**config.mk**
```make
export PLATFORM = sky130hd
export DESIGN_NAME = patch_sad_energy
export DESIGN_NICKNAME = d
export VERILOG_FILES = /design/src/sv/psad_pkg.sv /design/src/sv/psad_front.sv /design/src/sv/psad_fifo.sv /design/src/sv/psad_back.sv /design/src/sv/patch_sad_energy.sv
export SDC_FILE = /design/constraint.sdc
export NUM_CORES = 1
export LEC_CHECK = 0
export BUFFER_PORTS_ARGS = -buffer_cell sky130_fd_sc_hd__buf_2
export CAP_MARGIN = 20
export CORE_ASPECT_RATIO = 0.7
export CORE_MARGIN = 4
export CORE_UTILIZATION = 60
export CTS_BUF_LIST = sky130_fd_sc_hd__clkbuf_8
export DETAILED_ROUTE_END_ITERATION = 7
export MAX_ROUTING_LAYER = met4
export PLACE_DENSITY = 0.8
export SYNTH_ARGS = -nofsm -noshare
export SYNTH_HDL_FRONTEND = slang
export SYNTH_SLANG_ARGS = --single-unit
```
**constraint.sdc**
```tcl
create_clock -name i_clk -period 12.8 [get_ports i_clk]
set_clock_uncertainty 0.15 [all_clocks]
set_input_delay 0.64 -clock i_clk [delete_from_list [all_inputs] [get_ports i_clk]]
set_output_delay 0.64 -clock i_clk [all_outputs]
set_load 0.01 [all_outputs]
```
**src/sv/psad_pkg.sv**
```systemverilog
// psad_pkg: shared constants, types and tables for the patch SAD / energy block.
// Used by psad_front, psad_fifo, psad_back and patch_sad_energy. No dependencies.
`timescale 1ns / 1ps
`default_nettype none

package psad_pkg;

    // Field widths
    localparam int PIX_W       = 8;
    localparam int COORD_W     = 14;
    localparam int SIZE_W      = 13;
    localparam int RAD_W       = 3;
    localparam int MODE_W      = 2;
    localparam int PAIR_COST_W = 12;
    localparam int COST_W      = 20;
    localparam int EN_W        = 31;
    localparam int KXA_W       = 17;

    // Stream and config port widths
    localparam int IN_TDATA_W  = 104;
    localparam int OUT_TDATA_W = 56;
    localparam int CFG_ADDR_W  = 3;
    localparam int CFG_DATA_W  = 13;

    // Queue between front and back
    localparam int FIFO_DEPTH  = 4;
    localparam int FIFO_PTR_W  = 2;

    // Limits
    localparam logic [SIZE_W-1:0] SIZE_LIM = 13'd4096;
    localparam logic [COST_W-1:0] COST_MAX = 20'hFFFFF;
    localparam logic [EN_W-1:0]   EN_MAX   = 31'h3FFF_FFFF;
    localparam logic [EN_W-1:0]   EN_MIN   = 31'h4000_0000;

    // Mode codes (code 3 behaves as plain)
    localparam logic [MODE_W-1:0] MODE_PLAIN    = 2'd0;
    localparam logic [MODE_W-1:0] MODE_WEIGHTED = 2'd1;
    localparam logic [MODE_W-1:0] MODE_LUMA     = 2'd2;

    // Register indexes
    localparam logic [CFG_ADDR_W-1:0] CFG_MODE   = 3'd0;
    localparam logic [CFG_ADDR_W-1:0] CFG_RADIUS = 3'd1;
    localparam logic [CFG_ADDR_W-1:0] CFG_SRC_H  = 3'd2;
    localparam logic [CFG_ADDR_W-1:0] CFG_SRC_W  = 3'd3;
    localparam logic [CFG_ADDR_W-1:0] CFG_DST_H  = 3'd4;
    localparam logic [CFG_ADDR_W-1:0] CFG_DST_W  = 3'd5;

    typedef struct packed {
        logic [MODE_W-1:0] mode;
        logic [RAD_W-1:0]  radius;
        logic [SIZE_W-1:0] src_h;
        logic [SIZE_W-1:0] src_w;
        logic [SIZE_W-1:0] dst_h;
        logic [SIZE_W-1:0] dst_w;
    } t_cfg;

    // One classified pixel pair, front to back
    typedef struct packed {
        logic [PAIR_COST_W-1:0] cost;
        logic                   bad;
        logic                   last;
        logic                   send;
    } t_pair;

    // 100 * (2r+1)^2, the lowest mode constant times patch area
    function automatic logic [KXA_W-1:0] area100(input logic [RAD_W-1:0] r);
        logic [KXA_W-1:0] a;
        case (r)
            3'd0:    a = 17'd100;
            3'd1:    a = 17'd900;
            3'd2:    a = 17'd2500;
            3'd3:    a = 17'd4900;
            3'd4:    a = 17'd8100;
            3'd5:    a = 17'd12100;
            3'd6:    a = 17'd16900;
            default: a = 17'd22500;
        endcase
        return a;
    endfunction

endpackage

`default_nettype wire

```
**src/sv/psad_front.sv**
```systemverilog
// psad_front: per-pair cost in quarter units and centre border check.
// Depends on psad_pkg.
`timescale 1ns / 1ps
`default_nettype none

module psad_front (
    input  wire psad_pkg::t_cfg                       i_cfg,
    input  wire logic [psad_pkg::PIX_W-1:0]           i_src_c0,
    input  wire logic [psad_pkg::PIX_W-1:0]           i_src_c1,
    input  wire logic [psad_pkg::PIX_W-1:0]           i_src_c2,
    input  wire logic [psad_pkg::PIX_W-1:0]           i_dst_c0,
    input  wire logic [psad_pkg::PIX_W-1:0]           i_dst_c1,
    input  wire logic [psad_pkg::PIX_W-1:0]           i_dst_c2,
    input  wire logic signed [psad_pkg::COORD_W-1:0]  i_src_row,
    input  wire logic signed [psad_pkg::COORD_W-1:0]  i_src_col,
    input  wire logic signed [psad_pkg::COORD_W-1:0]  i_dst_row,
    input  wire logic signed [psad_pkg::COORD_W-1:0]  i_dst_col,
    input  wire logic                                 i_patch_end,
    input  wire logic                                 i_set_end,
    output psad_pkg::t_pair                           o_pair
);

    function automatic logic [psad_pkg::PIX_W-1:0] absd(
        input logic [psad_pkg::PIX_W-1:0] a,
        input logic [psad_pkg::PIX_W-1:0] b
    );
        return (a > b) ? (a - b) : (b - a);
    endfunction

    // Centre lies outside [r, size-r), size clamped to SIZE_LIM (4096)
    function automatic logic outside(
        input logic signed [psad_pkg::COORD_W-1:0] c,
        input logic [psad_pkg::SIZE_W-1:0]         size,
        input logic [psad_pkg::RAD_W-1:0]          r
    );
        logic [psad_pkg::SIZE_W-1:0] sz;
        logic signed [psad_pkg::COORD_W:0] cc;
        logic signed [psad_pkg::COORD_W:0] lo;
        logic signed [psad_pkg::COORD_W:0] hi;
        sz = (size > psad_pkg::SIZE_LIM) ? psad_pkg::SIZE_LIM : size;
        cc = {c[psad_pkg::COORD_W-1], c};
        lo = $signed({{(psad_pkg::COORD_W+1-psad_pkg::RAD_W){1'b0}}, r});
        hi = $signed({{(psad_pkg::COORD_W+1-psad_pkg::SIZE_W){1'b0}}, sz}) - lo;
        return (cc < lo) || (cc >= hi);
    endfunction

    logic [psad_pkg::PIX_W-1:0]       w_d0, w_d1, w_d2;
    logic [psad_pkg::PIX_W+2:0]       w_ys_sum, w_yd_sum;
    logic [psad_pkg::PIX_W-1:0]       w_dy;
    logic [psad_pkg::PIX_W+1:0]       w_rgb_sum;
    logic [psad_pkg::PAIR_COST_W-1:0] w_cost;

    assign w_d0 = absd(i_src_c0, i_dst_c0);
    assign w_d1 = absd(i_src_c1, i_dst_c1);
    assign w_d2 = absd(i_src_c2, i_dst_c2);

    // Luminance c0 + 4*c1 + 3*c2, then divide by 8
    assign w_ys_sum = 11'(i_src_c0) + {1'b0, i_src_c1, 2'b00}
                    + 11'({i_src_c2, 1'b0}) + 11'(i_src_c2);
    assign w_yd_sum = 11'(i_dst_c0) + {1'b0, i_dst_c1, 2'b00}
                    + 11'({i_dst_c2, 1'b0}) + 11'(i_dst_c2);
    assign w_dy     = absd(w_ys_sum[10:3], w_yd_sum[10:3]);

    assign w_rgb_sum = 10'(w_d0) + 10'(w_d1) + 10'(w_d2);

    // Pair cost by mode
    always_comb begin
        unique case (i_cfg.mode)
            psad_pkg::MODE_WEIGHTED: begin
                w_cost = 12'({w_d0, 1'b0}) + 12'(w_d1) + 12'(w_d2);
            end
            psad_pkg::MODE_LUMA: begin
                w_cost = 12'({w_dy, 2'b00});
            end
            default: begin
                w_cost = {w_rgb_sum, 2'b00};
            end
        endcase
    end

    assign o_pair.cost = w_cost;
    assign o_pair.bad  = outside(i_src_row, i_cfg.src_h, i_cfg.radius)
                       | outside(i_src_col, i_cfg.src_w, i_cfg.radius)
                       | outside(i_dst_row, i_cfg.dst_h, i_cfg.radius)
                       | outside(i_dst_col, i_cfg.dst_w, i_cfg.radius);
    assign o_pair.last = i_patch_end | i_set_end;
    assign o_pair.send = i_set_end;

endmodule

`default_nettype wire

```
**src/sv/psad_fifo.sv**
```systemverilog
// psad_fifo: short queue of classified pairs between front and back.
// Depends on psad_pkg.
`timescale 1ns / 1ps
`default_nettype none

module psad_fifo (
    input  wire logic              i_clk,
    input  wire logic              i_rst_n,
    input  wire logic              i_push,
    input  wire psad_pkg::t_pair   i_data,
    input  wire logic              i_pop,
    output psad_pkg::t_pair        o_data,
    output logic                   o_full,
    output logic                   o_empty
);

    psad_pkg::t_pair r_mem [psad_pkg::FIFO_DEPTH];
    logic [psad_pkg::FIFO_PTR_W:0] r_wr, r_rd;

    assign o_empty = (r_wr == r_rd);
    assign o_full  = (r_wr[psad_pkg::FIFO_PTR_W] != r_rd[psad_pkg::FIFO_PTR_W])
                   && (r_wr[psad_pkg::FIFO_PTR_W-1:0] == r_rd[psad_pkg::FIFO_PTR_W-1:0]);
    assign o_data  = r_mem[r_rd[psad_pkg::FIFO_PTR_W-1:0]];

    // Entry storage
    always_ff @(posedge i_clk) begin
        if (i_push) begin
            r_mem[r_wr[psad_pkg::FIFO_PTR_W-1:0]] <= i_data;
        end
    end

    // Pointers, wrap bit on top
    always_ff @(posedge i_clk) begin
        if (!i_rst_n) begin
            r_wr <= '0;
            r_rd <= '0;
        end else begin
            if (i_push) begin
                r_wr <= r_wr + 1'b1;
            end
            if (i_pop) begin
                r_rd <= r_rd + 1'b1;
            end
        end
    end

endmodule

`default_nettype wire

```
**src/sv/psad_back.sv**
```systemverilog
// psad_back: patch accumulation, energy update with saturation, output register.
// Depends on psad_pkg.
`timescale 1ns / 1ps
`default_nettype none

module psad_back (
    input  wire logic                                   i_clk,
    input  wire logic                                   i_rst_n,
    input  wire psad_pkg::t_cfg                         i_cfg,
    input  wire psad_pkg::t_pair                        i_pair,
    input  wire logic                                   i_pair_valid,
    output logic                                        o_pop,
    output logic                                        o_tvalid,
    input  wire logic                                   i_tready,
    output logic [psad_pkg::OUT_TDATA_W-1:0]            o_tdata,
    output logic                                        o_tlast
);

    // Mode constant times patch area
    logic [psad_pkg::KXA_W-1:0] r_kxa;

    always_ff @(posedge i_clk) begin
        unique case (i_cfg.mode)
            psad_pkg::MODE_WEIGHTED: r_kxa <= psad_pkg::area100(i_cfg.radius) << 1;
            psad_pkg::MODE_LUMA:     r_kxa <= psad_pkg::area100(i_cfg.radius);
            default:                 r_kxa <= psad_pkg::area100(i_cfg.radius) << 2;
        endcase
    end

    logic                          r_out_valid;
    logic                          w_out_free;
    logic                          r_pd_valid;
    logic                          w_pd_free;
    logic [psad_pkg::COST_W-1:0]   r_acc;
    logic                          r_bad;
    logic [psad_pkg::COST_W-1:0]   r_pd_cost;
    logic                          r_pd_bad;
    logic                          r_pd_send;
    logic [psad_pkg::COST_W:0]     w_sum;
    logic [psad_pkg::COST_W-1:0]   w_acc_sat;

    assign w_out_free = !r_out_valid || i_tready;
    assign w_pd_free  = !r_pd_valid || w_out_free;
    assign o_pop      = i_pair_valid && (!i_pair.last || w_pd_free);

    assign w_sum     = {1'b0, r_acc} + 21'(i_pair.cost);
    assign w_acc_sat = w_sum[psad_pkg::COST_W] ? psad_pkg::COST_MAX
                                               : w_sum[psad_pkg::COST_W-1:0];

    // Patch accumulator
    always_ff @(posedge i_clk) begin
        if (!i_rst_n) begin
            r_acc      <= '0;
            r_bad      <= 1'b0;
            r_pd_valid <= 1'b0;
        end else begin
            if (o_pop) begin
                if (i_pair.last) begin
                    r_acc <= '0;
                    r_bad <= 1'b0;
                end else begin
                    r_acc <= w_acc_sat;
                    r_bad <= r_bad | i_pair.bad;
                end
            end
            if (o_pop && i_pair.last) begin
                r_pd_valid <= 1'b1;
            end else if (w_out_free) begin
                r_pd_valid <= 1'b0;
            end
        end
    end

    // Finished patch record
    always_ff @(posedge i_clk) begin
        if (o_pop && i_pair.last) begin
            r_pd_cost <= w_acc_sat;
            r_pd_bad  <= r_bad | i_pair.bad;
            r_pd_send <= i_pair.send;
        end
    end

    // Energy update
    logic                               w_load;
    logic signed [psad_pkg::EN_W+1:0]   w_e_sum;
    logic [psad_pkg::EN_W-1:0]          w_e_sat;
    logic [psad_pkg::EN_W-1:0]          w_en_new;
    logic                               w_en_bad_new;
    logic [psad_pkg::EN_W-1:0]          r_en;
    logic                               r_en_bad;
    logic [psad_pkg::COST_W-1:0]        r_o_cost;
    logic                               r_o_pinf;
    logic [psad_pkg::EN_W-1:0]          r_o_energy;
    logic                               r_o_einf;
    logic                               r_o_last;

    assign w_load  = r_pd_valid && w_out_free;
    assign w_e_sum = $signed({{2{r_en[psad_pkg::EN_W-1]}}, r_en})
                   + $signed({13'b0, r_pd_cost})
                   - $signed({16'b0, r_kxa});

    // Fits when the top three bits agree, else clamp by sign
    always_comb begin
        if (w_e_sum[32:30] == 3'b000 || w_e_sum[32:30] == 3'b111) begin
            w_e_sat = w_e_sum[psad_pkg::EN_W-1:0];
        end else if (w_e_sum[32]) begin
            w_e_sat = psad_pkg::EN_MIN;
        end else begin
            w_e_sat = psad_pkg::EN_MAX;
        end
    end

    assign w_en_new     = r_pd_bad ? r_en : w_e_sat;
    assign w_en_bad_new = r_en_bad | r_pd_bad;

    always_ff @(posedge i_clk) begin
        if (!i_rst_n) begin
            r_en        <= '0;
            r_en_bad    <= 1'b0;
            r_out_valid <= 1'b0;
        end else begin
            if (w_load) begin
                r_en        <= r_pd_send ? '0 : w_en_new;
                r_en_bad    <= r_pd_send ? 1'b0 : w_en_bad_new;
                r_out_valid <= 1'b1;
            end else if (i_tready) begin
                r_out_valid <= 1'b0;
            end
        end
    end

    // Output payload
    always_ff @(posedge i_clk) begin
        if (w_load) begin
            r_o_cost   <= r_pd_bad ? psad_pkg::COST_MAX : r_pd_cost;
            r_o_pinf   <= r_pd_bad;
            r_o_energy <= w_en_bad_new ? psad_pkg::EN_MAX : w_en_new;
            r_o_einf   <= w_en_bad_new;
            r_o_last   <= r_pd_send;
        end
    end

    assign o_tvalid = r_out_valid;
    assign o_tdata  = {3'b000, r_o_einf, r_o_energy, r_o_pinf, r_o_cost};
    assign o_tlast  = r_o_last;

endmodule

`default_nettype wire

```
**src/sv/patch_sad_energy.sv**
```systemverilog
// patch_sad_energy: streaming patch SAD cost and running energy.
// Depends on psad_pkg, psad_front, psad_fifo and psad_back.
// Throughput: one pixel pair per cycle while the queue has room; the back accumulates one
// pair per cycle, but a patch's last pair waits for a free patch record. A result passes
// the patch record, then the output register; m_axis_tready stalls delay it.
// Reset (i_rst_n low, synchronous): registers to reset values, queue empty, no result.
`timescale 1ns / 1ps
`default_nettype none

module patch_sad_energy (
    input  wire logic                                   i_clk,
    input  wire logic                                   i_rst_n,
    // tdata: src_c0, src_c1, src_c2, dst_c0, dst_c1, dst_c2 (8 each),
    //        src_row, src_col, dst_row, dst_col (14 each, signed)
    input  wire logic                                   s_axis_tvalid,
    output logic                                        s_axis_tready,
    input  wire logic [psad_pkg::IN_TDATA_W-1:0]        s_axis_tdata,
    input  wire logic                                   s_axis_tlast,   // patch_end
    input  wire logic                                   s_axis_tuser,   // set_end
    // tdata: patch_cost (20), patch_infinite (1), energy (31, signed),
    //        energy_infinite (1), zero fill (3)
    output logic                                        m_axis_tvalid,
    input  wire logic                                   m_axis_tready,
    output logic [psad_pkg::OUT_TDATA_W-1:0]            m_axis_tdata,
    output logic                                        m_axis_tlast,   // set_done
    // Configuration writes
    input  wire logic                                   i_cfg_valid,
    output logic                                        o_cfg_ready,
    input  wire logic [psad_pkg::CFG_ADDR_W-1:0]        i_cfg_addr,
    input  wire logic [psad_pkg::CFG_DATA_W-1:0]        i_cfg_data
);

    psad_pkg::t_cfg r_cfg;

    // Configuration registers
    assign o_cfg_ready = 1'b1;

    always_ff @(posedge i_clk) begin
        if (!i_rst_n) begin
            r_cfg.mode   <= psad_pkg::MODE_PLAIN;
            r_cfg.radius <= 3'd1;
            r_cfg.src_h  <= psad_pkg::SIZE_LIM;
            r_cfg.src_w  <= psad_pkg::SIZE_LIM;
            r_cfg.dst_h  <= psad_pkg::SIZE_LIM;
            r_cfg.dst_w  <= psad_pkg::SIZE_LIM;
        end else if (i_cfg_valid && o_cfg_ready) begin
            unique case (i_cfg_addr)
                psad_pkg::CFG_MODE:   r_cfg.mode   <= i_cfg_data[psad_pkg::MODE_W-1:0];
                psad_pkg::CFG_RADIUS: r_cfg.radius <= i_cfg_data[psad_pkg::RAD_W-1:0];
                psad_pkg::CFG_SRC_H:  r_cfg.src_h  <= i_cfg_data;
                psad_pkg::CFG_SRC_W:  r_cfg.src_w  <= i_cfg_data;
                psad_pkg::CFG_DST_H:  r_cfg.dst_h  <= i_cfg_data;
                psad_pkg::CFG_DST_W:  r_cfg.dst_w  <= i_cfg_data;
                default: ;
            endcase
        end
    end

    // Front: classify each pair
    psad_pkg::t_pair w_in_pair;
    psad_pkg::t_pair w_q_pair;
    logic            w_full, w_empty, w_push, w_pop;

    psad_front u_front (
        .i_cfg       (r_cfg),
        .i_src_c0    (s_axis_tdata[7:0]),
        .i_src_c1    (s_axis_tdata[15:8]),
        .i_src_c2    (s_axis_tdata[23:16]),
        .i_dst_c0    (s_axis_tdata[31:24]),
        .i_dst_c1    (s_axis_tdata[39:32]),
        .i_dst_c2    (s_axis_tdata[47:40]),
        .i_src_row   ($signed(s_axis_tdata[61:48])),
        .i_src_col   ($signed(s_axis_tdata[75:62])),
        .i_dst_row   ($signed(s_axis_tdata[89:76])),
        .i_dst_col   ($signed(s_axis_tdata[103:90])),
        .i_patch_end (s_axis_tlast),
        .i_set_end   (s_axis_tuser),
        .o_pair      (w_in_pair)
    );

    assign s_axis_tready = !w_full;
    assign w_push        = s_axis_tvalid && !w_full;

    // Queue between front and back
    psad_fifo u_fifo (
        .i_clk   (i_clk),
        .i_rst_n (i_rst_n),
        .i_push  (w_push),
        .i_data  (w_in_pair),
        .i_pop   (w_pop),
        .o_data  (w_q_pair),
        .o_full  (w_full),
        .o_empty (w_empty)
    );

    // Back: accumulate, energy, result register
    psad_back u_back (
        .i_clk        (i_clk),
        .i_rst_n      (i_rst_n),
        .i_cfg        (r_cfg),
        .i_pair       (w_q_pair),
        .i_pair_valid (!w_empty),
        .o_pop        (w_pop),
        .o_tvalid     (m_axis_tvalid),
        .i_tready     (m_axis_tready),
        .o_tdata      (m_axis_tdata),
        .o_tlast      (m_axis_tlast)
    );

    // An infinite patch reports the saturated cost
    a_pinf_cost: assert property (@(posedge i_clk) disable iff (!i_rst_n)
        m_axis_tvalid && m_axis_tdata[20] |-> m_axis_tdata[19:0] == psad_pkg::COST_MAX)
        else $error("infinite patch without saturated cost");

    // Infinite energy reports the maximum energy
    a_einf_energy: assert property (@(posedge i_clk) disable iff (!i_rst_n)
        m_axis_tvalid && m_axis_tdata[52] |-> m_axis_tdata[51:21] == psad_pkg::EN_MAX)
        else $error("infinite energy without maximum value");

    // An infinite patch makes the energy infinite
    a_pinf_einf: assert property (@(posedge i_clk) disable iff (!i_rst_n)
        m_axis_tvalid && m_axis_tdata[20] |-> m_axis_tdata[52])
        else $error("infinite patch left energy finite");

    // The queue never pops while empty
    a_no_underflow: assert property (@(posedge i_clk) disable iff (!i_rst_n)
        w_pop |-> !w_empty)
        else $error("queue popped while empty");

endmodule

`default_nettype wire
```
[Yosys cells after proc, flatten, opt, wreduce, memory -nomap -nowiden]
Memory sizes are Yosys's and may differ from the RTL's. A register that Yosys moved wholly into a read port is not among the register bits.
Index checks and enable logic that the tools add are counted.
W data, S select, Z words.
Word-level totals
  word-level logic and storage cells: 146
  register bits after elaboration: 211
  memory bits (writable): 60
  output and inout bits: 60
  input port bits: 127
  memories kept: 1
Operators by class
  bitwise operators: 6
  add/subtract/negate cells: 27
  mux-type cells: 27
  reduce and logical (&&, ||, !) cells: 29
  equal/unequal tests: 17
  order comparisons: 16
Memories
  u_fifo.r_mem: words 4, bits a word 15, read ports 1, clocked after memory_dff 1, write ports 1, line psad_fifo.sv:17  | psad_pkg::t_pair r_mem [psad_pkg::FIFO_DEPTH];
Operators by type and width (number)
  $mux W31: 4
  $pmux W15 S7: 1
  $sub A8 B8 Y8: 8
  $ge A14 B14 Y1: 4
  $lt A14 B4 Y1: 4
  $sub A13 B3 Y14: 4
  $gt A13 B13 Y1 const B: 4
  $mux W13: 4
  $mux W20: 2
  $pmux W17 S2: 1
  $sub A33 B18 Y33: 1
  $add A31 B21 Y32: 1
  $gt A8 B8 Y1: 4
  $mux W8: 4
  $pmux W12 S2: 1
  $add A11 B8 Y11: 2
  $add A11 B9 Y11: 2
  $add A8 B10 Y11: 2
  $add A20 B12 Y21: 1
  $eq A3 B3 Y1 const B: 6
  $add A12 B8 Y12: 1
  $eq A3 B2 Y1 const B: 4
  $reduce_and A2 Y1: 6
  $add A10 B8 Y10: 1
  other kinds (17): 50

[Longest topological paths before layout]
Gate-level depths: netlist (run 1).
  depth in word-level cells: 8
  gate-level depth with buffers: 27
  depth with buffers taken out: 25

[By module]
Synthesis (run 1) repeated with hierarchy kept, for this count alone.
Unflattened totals
  cells, all modules: 2266
  area, all modules: 21229.1 um^2
Modules (own cells, without submodules)
  psad_back: times used 1, area each 8419.3 um^2, cells each 913, sequential area each 3683.5 um^2
  psad_front: times used 1, area each 8042.7 um^2, cells each 1023, sequential area each 0.0 um^2
  psad_fifo: times used 1, area each 2597.5 um^2, cells each 119, sequential area each 1961.9 um^2
  patch_sad_energy: times used 1, area each 2169.6 um^2, cells each 211, sequential area each 1141.1 um^2

[Worst setup path before layout (run 1)]
OpenSTA, ideal clock, no wires.
  kind: input to register
  start: input port s_axis_tdata[27] in the netlist's numbering
  end: memory u_fifo.r_mem[0][11] in the netlist's numbering, data pin
  path slack: 7.300 ns
  data required time: 12.453 ns
  buffers on the path: 0
  stages: 22
  library setup time: 0.197 ns
  arrival: 5.153 ns
  cells stage by stage: fa_1 > fa_1 > ha_1 > a21o_1 > a21oi_1 > o21bai_1 > a21oi_1 > o21bai_1 > a21oi_1 > xnor2_1 > inv_1 > ha_1 > nand3_1 > o21ai_0 > a21oi_1 > nor2_1 > mux2i_1 > a21boi_0 > o21ai_0 > xor2_1 > nand2_1 > o221ai_1
RTL lines
  from (decl): line patch_sad_energy.sv:17  | input wire logic [psad_pkg::IN_TDATA_W-1:0] s_axis_tdata,
  to (decl): line psad_fifo.sv:17

[Worst setup path after layout (run 1)]
  start: register u_back.r_pd_cost[0] in the netlist's numbering
  end: register u_back.r_o_energy[21] in the netlist's numbering, data pin
On the way
  cells in the longest elaborated chain, start to end: 6
  elaborated cells between the ends (all ways): 8
  those cells by class: 2 x add/sub; 1 x eq/ne; 3 x mux; 2 x reduce/logical
RTL lines
  from (decl): line psad_back.sv:36  | logic [psad_pkg::COST_W-1:0] r_pd_cost;
  from (signal assigned): line psad_back.sv:77  | r_pd_cost <= w_acc_sat;
  $add A31 B21 Y32 (*): line psad_back.sv:99  | + $signed({13'b0, r_pd_cost})
  $sub A33 B18 Y33 (*): line psad_back.sv:100  | - $signed({16'b0, r_kxa});
  $eq A3 B3 Y1 or $logic_not A3 Y1 (tied branches): line psad_back.sv:104  | if (w_e_sum[32:30] == 3'b000 || w_e_sum[32:30] == 3'b111) begin
  $logic_or A1 B1 Y1: line psad_back.sv:104
  $mux W31 (*): line psad_back.sv:104
  $mux W31 (*): line psad_back.sv:113  | assign w_en_new = r_pd_bad ? r_en : w_e_sat;
  to (signal assigned): line psad_back.sv:137  | r_o_energy <= w_en_bad_new ? psad_pkg::EN_MAX : w_en_new;
  to (decl): line psad_back.sv:93  | logic [psad_pkg::EN_W-1:0] r_o_energy;
Every way passes the cells marked *; elsewhere a longest branch is shown, timed or not.
A chain may end at the register's enable or synchronous reset.

==> impl_metrics.yaml, run 1 <==
die:
  ios: 187
  core_um2: 34950
  die_area_um2: 38760
  rows: 57
  start_util: 0.6117
  die_w_um: 233.6
  die_h_um: 165.9
clocking:
  cts_buffers: 40
  path_clk_slew_ns: 0.07
  cts-root-buf: "clkbuf_8"
  cts_setup_buffers: 0
  cts_hold_buf: 0
  cts_tree: "yes"
  cts_sinks: 271
  clk_latency_ns: 0.59
  h-tree-depth: 2
  cts_resized: 0
  clockBufferDepth: 3
run:
  maxCapViolations: 0
detailed_routing:
  viasPerCell: 6.118
  ant_nets: 0
  initialDrtViolationCount: 1769
  routedWlPerCell_um: 19.09
  dr.pass1.iters: 5
  drt_wl_total_mm: 57.79
  drc: 0
  vias: 18520
min_path:
  hold_class: "in2reg"
sta:
  period_share: 0.4970
  worst_pin_slew_ns: 1.076
  final_hold_viol_count: 0
  min_period_ns: 6.361
  tns_ns: 0
  slew_headroom: 0.2734
  finalMaxSlewViolations: 0
  finalSetupViolCount: 0
  rsz0062_at_grt: "false"
  fmax_mhz: 157.2
  fin_ws_ns: 6.439
critical_path:
  worstSetupStartpointType: "flop"
  crit_type: "reg2reg"
  cp-end-kind: "flop"
  worstPathMaxFanout: 30
  required_ns: 12.91
  worstPathArrival_ns: 6.47
grt:
  grt_max_degree: 79
  grt_pass1_wl_mm: 91.54
  grt_antenna_before_repair: 1
  grt_usage: 0.2980
  grt_pass1_vias: 17350
  grt_overflow: 0
synthesis:
  muxShareOfSynthArea: 0.03676
  synthArstFlopShare: 0
  synth-simple-area-share: 0.1521
  ys.warnings.count: 0
  synth_top_area_cell: "edfxtp_1"
  synth_fa_ha_area_frac: 0.1851
  yosysSeqAreaShare: 0.3175
  ys.flop_type: "edfxtp_1"
  synth_edf_count: 136
  synth_top_area_frac: 0.1911
  synth_compound_area_frac: 0.1995
  synth_common_cells: "nand2_1 (296), ha_1 (241), a21oi_1 (228), inv_1 (178), edfxtp_1 (136)"
  synth_top_family_by_area: "compound AO/OA/AOI/OAI gates"
  avgSynthCellArea_um2: 9.008
  synth.cell_area_um2: 21380
  synth_xor_area_frac: 0.05900
  yosysMostFrequentCell: "nand2_1"
  yosys.cell_types.count: 91
  syn_inst: 2373
  ys_ff_latch: 271
  ys_top_cells_by_area: "edfxtp_1 (19%), ha_1 (14%), dfxtp_1 (13%), a21oi_1 (5.3%), nand2_1 (5.2%)"
run_status:
  outcome: "finished, final reports clean"
finish:
  finalInstanceArea_um2: 23580
  nets: 2938
  n_fill_cell: 2795
  final_util: 0.6747
  final_layout_size_suffix_gt1_frac: 0.1409
  syn_to_final_growth_pct: 10.30
pwr:
  peakVddDrop_mv: 0.1706
  p_per_area_nw_per_um2: 208.7
  p_leak_nw: 10.14
place:
  io_buffers: 182
  post_dp_cell_area_um2: 22600
  dp_hpwl_mm: 45.45
  gp_congestion: 1.021
  place_ws_ns: 6.371
[worst paths after layout]
check | slack [ns] | endpoint | depth (start not counted) | from
setup / recovery | 6.44 | u_back.r_o_energy[21]$_SDFFCE_PN1P_ | 20 | u_back.r_pd_cost[0]$_DFFE_PP_
hold / removal | 0.16 | u_fifo.r_mem[0][0]$_DFFE_PP_ | 1 | s_axis_tuser
setup reg to reg | 6.44 | u_back.r_o_energy[21]$_SDFFCE_PN1P_ | 20 | u_back.r_pd_cost[0]$_DFFE_PP_
hold reg to reg | 0.32 | r_cfg[0]$_SDFFE_PN0P_ | 2 | r_cfg[0]$_SDFFE_PN0P_
[metrics by stage]
step	hold WS, ns	power (mW)	instances
finish	0.1595	4.922	3028
global route	0.1424	5.260	3028
CTS	0.1347	4.870	3026
detailed placement	0.3101	4.012	2952
global placement	0.3048	3.928	2952
floorplan	0.2894	3.328	2375
[cell type report]
class	instances	area, um2	share of cell area
clock buffer	50	688.2	0.02919
timing repair buffer	193	993.5	0.04214
clock inverter	24	277.8	0.01178
tap	472	590.6	0.02505
antenna	1	2.502	0.0001061
sequential	271	6787	0.2878
multi-input combinational	1835	13560	0.5749
inverter	182	683.2	0.02897
[sequential cells by signal (all words and copies together), names as in the netlist, 3 cells and up, named ones only]
register,count
u_back.r_pd_cost,20
u_back.r_acc,20
u_back.r_kxa,15
u_fifo.r_mem,60
u_back.r_o_energy,31
u_fifo.r_rd,3
u_back.r_en,31
r_cfg,57
u_fifo.r_wr,3
u_back.r_o_cost,20
[power by group]
group / leakage [nW] / switching, mW / internal, mW
sequential: 2.30 / 0.111 / 1.22
clock: 0.513 / 0.363 / 0.480
combinational: 7.33 / 1.67 / 1.08
[metal layers]
| layer | part of all wire | GRT usage | up-vias | wire length (um) |
|---|---|---|---|---|
| li1 | - | - | 8819 | - |
| met1 | 0.46 | 0.4468 | 8740 | 26810 |
| met2 | 0.43 | 0.4299 | 877 | 24620 |
| met3 | 0.093 | 0.04407 | 88 | 5382 |
| met4 | 0.017 | 0.06221 | 0 | 989 |
| met5 | 0 | - | - | 0 |
[cells in the final DEF, fill, tap and decap left out, drive strengths merged, types with 21 or more instances in the layout]
cell type	count
buf	193
nand3	28
o21bai	32
o211ai	23
a21oi	231
o21ai	112
ha	241
clkbuf	50
inv	187
dfxtp	135
a31oi	21
nand4	36
nor2b	36
or2	34
a21o	62
nor3	45
nor4	21
fa	47
mux2i	29
o21a	27
nor2	115
nand2	300
edfxtp	136
nand2b	23
xnor2	97
xor2	47
[worst max-delay path: stages (launching register included)]
cell       delay, ns
edfxtp_1        0.38
ha_1            0.23
fa_1            0.42
a21o_1          0.20
a21oi_1         0.23
o21bai_1        0.09
a21oi_1         0.23
o21bai_1        0.09
a21oi_1         0.19
xnor2_1         0.15
ha_1            0.30
o211a_1         0.16
a221oi_2        0.37
a2bb2oi_2       0.24
o21ai_1         0.13
nor4_2          0.45
nand2_1         0.25
or3_1           0.57
o211ai_2        0.13
and2b_1         0.80
o21ai_0         0.28
[kinds of logic after synthesis]
family          count (synthesis)
compound gates                652
xor+xnor                      144
flops                         271
fa+ha+maj                     288
buf+inv                       269
mux                            58
other cells                     2
simple gates                  689
Note: power is estimated with default switching activity, not from simulation.
==> inputs of run 2 (changes only) <==
- clock period: 12.8 -> 6.3 ns (I/O delays scaled with it)
==> run 2 against run 1 <==
Critical path depth is 1 higher. Largest cell class unchanged. Final area is 0.27% higher. Highest routed layer unchanged. Routed wire length is 1.6% higher. Sequential share of layout area is 0.078 points lower. Setup slack worse by 6.0 ns.
==> impl_metrics.yaml, run 2 (synthesis gave the netlist of run 1 again) <==
detailed_routing:
  dr.pass1.iters: 5
  routedWlPerCell_um: 19.28
  drc: 0
  vias: 18570
  ant_nets: 0
  viasPerCell: 6.095
  initialDrtViolationCount: 1962
  drt_wl_total_mm: 58.71
critical_path:
  worstSetupStartpointType: "flop"
  cp-end-kind: "flop"
  required_ns: 6.46
  crit_type: "reg2reg"
  cp_cell_sequence: "ha_1 > fa_1 > a21o_1 > a21oi_1 > o21bai_1 > a21oi_1 > o21bai_1 > a21oi_1 > xnor2_1 > ha_1 > o211a_1 > a221oi_2 > a2bb2oi_2 > o21ai_1 > nor4_2 > nand2_1 > or3_1 > o211ai_2 > and2b_2 > buf_4 > nand2_1"
  max_stage_delay_ns: 0.57
  cpLargestDelayFamily: "compound AO/OA/AOI/OAI gates"
  slowest_stage: "or3_1"
  worstPathMaxFanout: 19
  critPathBufInv: 1
  path_common_cell: "a21oi_1"
  worstPathArrival_ns: 6.03
place:
  dp_cells: 2954
  gp_congestion: 0.9773
  io_buffers: 182
  post_dp_cell_area_um2: 22620
  dp_hpwl_mm: 46.00
clocking:
  cts_setup_buffers: 0
  path_clk_slew_ns: 0.07
  clockBufferDepth: 3
  h-tree-depth: 2
  cts_tree: "yes"
  cts_sinks: 271
  cts_buffers: 41
  clk_latency_ns: 0.57
  cts-root-buf: "clkbuf_8"
pwr:
  peakVddDrop_mv: 0.5181
  p_per_area_nw_per_um2: 418.2
  power.share.combinational: 0.574
  finalPower_mw: 9.887
  internal_power_mw: 5.468
  pwr-share-seq: 0.273
  p_clk_frac: 0.152
  p_sw_mw: 4.420
  p_leak_nw: 10.18
  p_sw_frac: 0.4470
finish:
  finalInstanceArea_um2: 23640
  stdcell_count: 3046
  largest_reg_flops: 60
  mostFrequentLayoutCells: "nand2_1 (296), ha_1 (241), a21oi_1 (228)"
  syn_to_final_growth_pct: 10.60
  nets: 2958
  antenna_cells: 0
  layout_commonest_cell: "nand2_1"
  final_layout_size_suffix_gt1_frac: 0.1371
sta:
  worst_pin_slew_ns: 1.080
  rsz0062_at_grt: "false"
  fmax_mhz: 170.4
  slew_headroom: 0.2775
  tns_ns: 0
  hold_ws_ns: 0.09439
  final_hold_viol_count: 0
  finalSetupViolCount: 0
  period_share: 0.9317
  finalMaxSlewViolations: 0
  min_period_ns: 5.870
die:
  die_w_um: 233.6
  start_util: 0.6117
  ios: 187
  core_um2: 34950
  rows: 57
  die_h_um: 165.9
  die_area_um2: 38760
grt:
  grt_antenna_before_repair: 0
  grt_pass1_vias: 17610
  grt_pass1_wl_mm: 92.96
  grt_max_degree: 77
  grt_usage: 0.3040
  grt_overflow: 0
min_path:
  hold_class: "in2reg"
run:
  maxCapViolations: 0
run_status:
  outcome: "finished, final reports clean"
==> run 2: changes by cell type in the layout (fill, tap and decap cells not counted), sizes merged <==
cell and change:
clkinvlp -2, bufinv -4, buf +1, clkbuf -1
clkinv +1, dlygate4sd3 +18, inv +6, diode -1
==> run 2: through the flow <==
stage / util / setup slack [ns]
5_1_grt: 0.6765 / 0.03802
3_3_place_gp: 0.6472 / 0.4446
2_1_floorplan: - / 1.125
4_1_cts: 0.6764 / 0.3912
3_5_place_dp: 0.6472 / 0.2976
6_report: 0.6765 / 0.4301
==> run 2: routing by layer <==
metal	vias up	wire, um	share of wire	track usage
met5	-	0	0	-
met4	0	1055	0.018	0.06040
met3	92	5298	0.090	0.05195
met2	740	25010	0.43	0.4379
met1	8884	27350	0.47	0.4531
li1	8850	-	-	-
==> run 2: path summary, 6_finish.rpt <==
check / startpoint / to / slack, ns / depth (start not counted)
worst max-delay path: u_back.r_pd_cost[0]$_DFFE_PP_ / u_back.r_o_energy[0]$_SDFFCE_PN1P_ / 0.43 / 21
worst min-delay path: s_axis_tvalid / u_fifo.r_wr[1]$_SDFFE_PN0P_ / 0.09 / 4
worst max register to register: u_back.r_pd_cost[0]$_DFFE_PP_ / u_back.r_o_energy[0]$_SDFFCE_PN1P_ / 0.43 / 21
worst min register to register: r_cfg[48]$_SDFFE_PN0P_ / r_cfg[48]$_SDFFE_PN0P_ / 0.32 / 2
==> run 2: power by group through the flow <==
stage | logic (mW) | clock network [mW] | registers (mW)
final | 5.68 | 1.51 | 2.70
after global routing | 6.22 | 1.62 | 2.73
after CTS | 5.55 | 1.52 | 2.69
after detailed placement | 5.50 | 0 | 2.73
after global placement | 5.36 | 0 | 2.71
after floorplan | 4.10 | 0 | 2.66
==> run 2: tightest hold or removal path, delay by kind of cell <==
family          cells  cell delay [ns]
simple gates        2             0.25
buf+inv             1             0.12
compound gates      1             0.08
==> run 2: cell type report <==
| type | instances | area, um2 |
|---|---|---|
| multi-input cells | 1835 | 13560 |
| fillers | 2754 | 11300 |
| flip-flops and latches | 271 | 6787 |
| repair buffers | 212 | 1181 |
| inverters | 182 | 683.2 |
| clock buffers | 49 | 674.4 |
| well taps | 472 | 590.6 |
| clock inverters | 25 | 166.4 |
==> run 2: repair_timing <==
action	in CTS	in global routing
hold buffers	18	0
resized for setup	0	2
endpoints found under the hold margin	67	0
setup endpoints to repair	0	28
==> inputs of run 3 (changes only) <==
- CORE_UTILIZATION: 60 -> 35
- PLACE_DENSITY: 0.8 -> unset
==> run 3 against run 2 <==
Maximum frequency is 1.1% higher. Non-clock buffer count is 7 higher. Setup slack better by 0.064 ns. Sequential cell count stayed put. Total power is 0.19% higher. Critical path depth stayed put. Clock power is 7% higher. Largest cell class unchanged.
==> impl_metrics.yaml, run 3 (synthesis gave the netlist of run 1 again) <==
run_status:
  outcome: "finished, final reports clean"
sta:
  fmax_mhz: 172.2
  worst_pin_slew_ns: 1.059
  finalMaxSlewViolations: 0
  final_hold_viol_count: 0
  period_share: 0.9216
  fin_ws_ns: 0.4940
  slew_headroom: 0.2850
  min_period_ns: 5.806
  hold_ws_ns: 0.09834
  tns_ns: 0
  rsz0062_at_grt: "false"
  finalSetupViolCount: 0
critical_path:
  path_common_cell: "a21oi_1"
  max_stage_delay_ns: 0.56
  slowest_stage: "or3_1"
  required_ns: 6.48
  cp-end-kind: "flop"
  worstSetupStartpointType: "flop"
  crit_type: "reg2reg"
  worstPathMaxFanout: 21
  cp_cell_sequence: "ha_1 > fa_1 > a21o_1 > a21oi_1 > o21bai_1 > a21oi_1 > o21bai_1 > a21oi_1 > xnor2_1 > ha_1 > o211a_1 > a221oi_4 > a2bb2oi_2 > o21ai_1 > nor4_2 > nand2_1 > or3_1 > o211ai_2 > and2b_1 > buf_4 > nand2_1"
  worstPathArrival_ns: 5.98
detailed_routing:
  top_layer: "met4"
  drt_wl_total_mm: 61.29
  viasPerCell: 5.369
  initialDrtViolationCount: 1191
  ant_nets: 0
  drc: 0
  wl_met3_mm: 4.287
  routedWlPerCell_um: 18.05
  vias: 18230
  wl_met1_mm: 29.62
  dr.pass1.iters: 5
  met2_length_mm: 26.49
pwr:
  peakVddDrop_mv: 0.2455
  p_leak_nw: 10.26
  p_per_area_nw_per_um2: 409.4
  finalPower_mw: 9.906
die:
  rows: 75
  die_area_um2: 65150
  die_w_um: 303.4
  start_util: 0.3554
  die_h_um: 214.8
  ios: 187
  core_um2: 60150
place:
  io_buffers: 182
  gp_congestion: 0.9088
  place_ws_ns: 0.4238
  post_dp_cell_area_um2: 23080
  dp_hpwl_mm: 48.86
min_path:
  hold_class: "in2reg"
grt:
  grt_pass1_vias: 17650
  grt_pass1_wl_mm: 95.35
  grt_max_degree: 79
  grt_antenna_before_repair: 0
  grt_overflow: 0
  grt_usage: 0.1867
clocking:
  cts-root-buf: "clkbuf_8"
  cts_sinks: 271
  clockBufferDepth: 3
  clk_latency_ns: 0.58
  path_clk_slew_ns: 0.06
  cts_buffers: 46
  cts_tree: "yes"
  h-tree-depth: 2
run:
  maxCapViolations: 0
finish:
  layout_commonest_cell: "nand2_1"
  mostFrequentLayoutCells: "nand2_1 (296), ha_1 (241), a21oi_1 (228)"
  syn_to_final_growth_pct: 13.20
  largest_reg_flops: 60
  finalInstanceArea_um2: 24200
  final_layout_size_suffix_gt1_frac: 0.1399
  nets: 2970
==> run 3: cell count changes in the layout (fill, tap and decap cells not counted), sizes merged <==
cell | before | now
buf | 194 | 201
bufinv | 2 | 4
clkinv | 11 | 15
clkinvlp | 1 | 2
diode | 0 | 1
inv | 193 | 192
==> run 3: layout make-up <==
cell class,count,area [um2]
flip-flops and latches,271,6787
repair buffers,219,1234
diodes,1,2.502
well taps,808,1011
multi-input cells,1835,13570
clock inverters,31,236.5
fillers,6020,35950
clock buffers,49,674.4
inverters,182,683.2
==> run 3: worst max-delay path, delay by kind of cell, from the launching register on <==
family,cells,cell delay (ns)
AOI/OAI and AO/OA,11,2.02
and+or+nand+nor,5,1.63
adders and majority gates,3,0.92
DFF,1,0.40
buffers and inverters,1,0.30
xor gates and xnor gates,1,0.14
==> run 3: path summary, 6_finish.rpt <==
kind,slack [ns],cells past startpoint,endpoint,start
min reg2reg,0.32,2,r_cfg[41]$_SDFFE_PN0P_,r_cfg[41]$_SDFFE_PN0P_
min,0.1,4,u_fifo.r_wr[0]$_SDFFE_PN0P_,s_axis_tvalid
max reg2reg,0.49,21,u_back.r_o_energy[8]$_SDFFCE_PN1P_,u_back.r_pd_cost[0]$_DFFE_PP_
max,0.49,21,u_back.r_o_energy[8]$_SDFFCE_PN1P_,u_back.r_pd_cost[0]$_DFFE_PP_
==> run 3: per-stage QoR <==
| stage | util | instances |
|---|---|---|
| global placement | 0.3837 | 3296 |
| CTS | 0.4019 | 3394 |
| detailed placement | 0.3837 | 3296 |
| global route | 0.4022 | 3395 |
| finish | 0.4023 | 3396 |
| floorplan | - | 2375 |
==> run 3: metal layers <==
metal / vias to the layer above / GRT usage
met1: 8753 / 0.2685
met3: 72 / 0.03168
met4: 0 / 0.03436
met5: - / -
li1: 8871 / -
met2: 538 / 0.2787
==> run 3: timing repair <==
action                                  CTS  global route
gates resized for setup                   0             2
buffers inserted                          0             0
hold buffers                             18             0
endpoints found under the setup margin    0             7
endpoints found under the hold margin    67             0
==> run 3: power breakdown <==
| group | internal, mW | switching, mW |
|---|---|---|
| registers | 2.47 | 0.224 |
| clock network | 0.880 | 0.726 |
| logic | 2.22 | 3.39 |
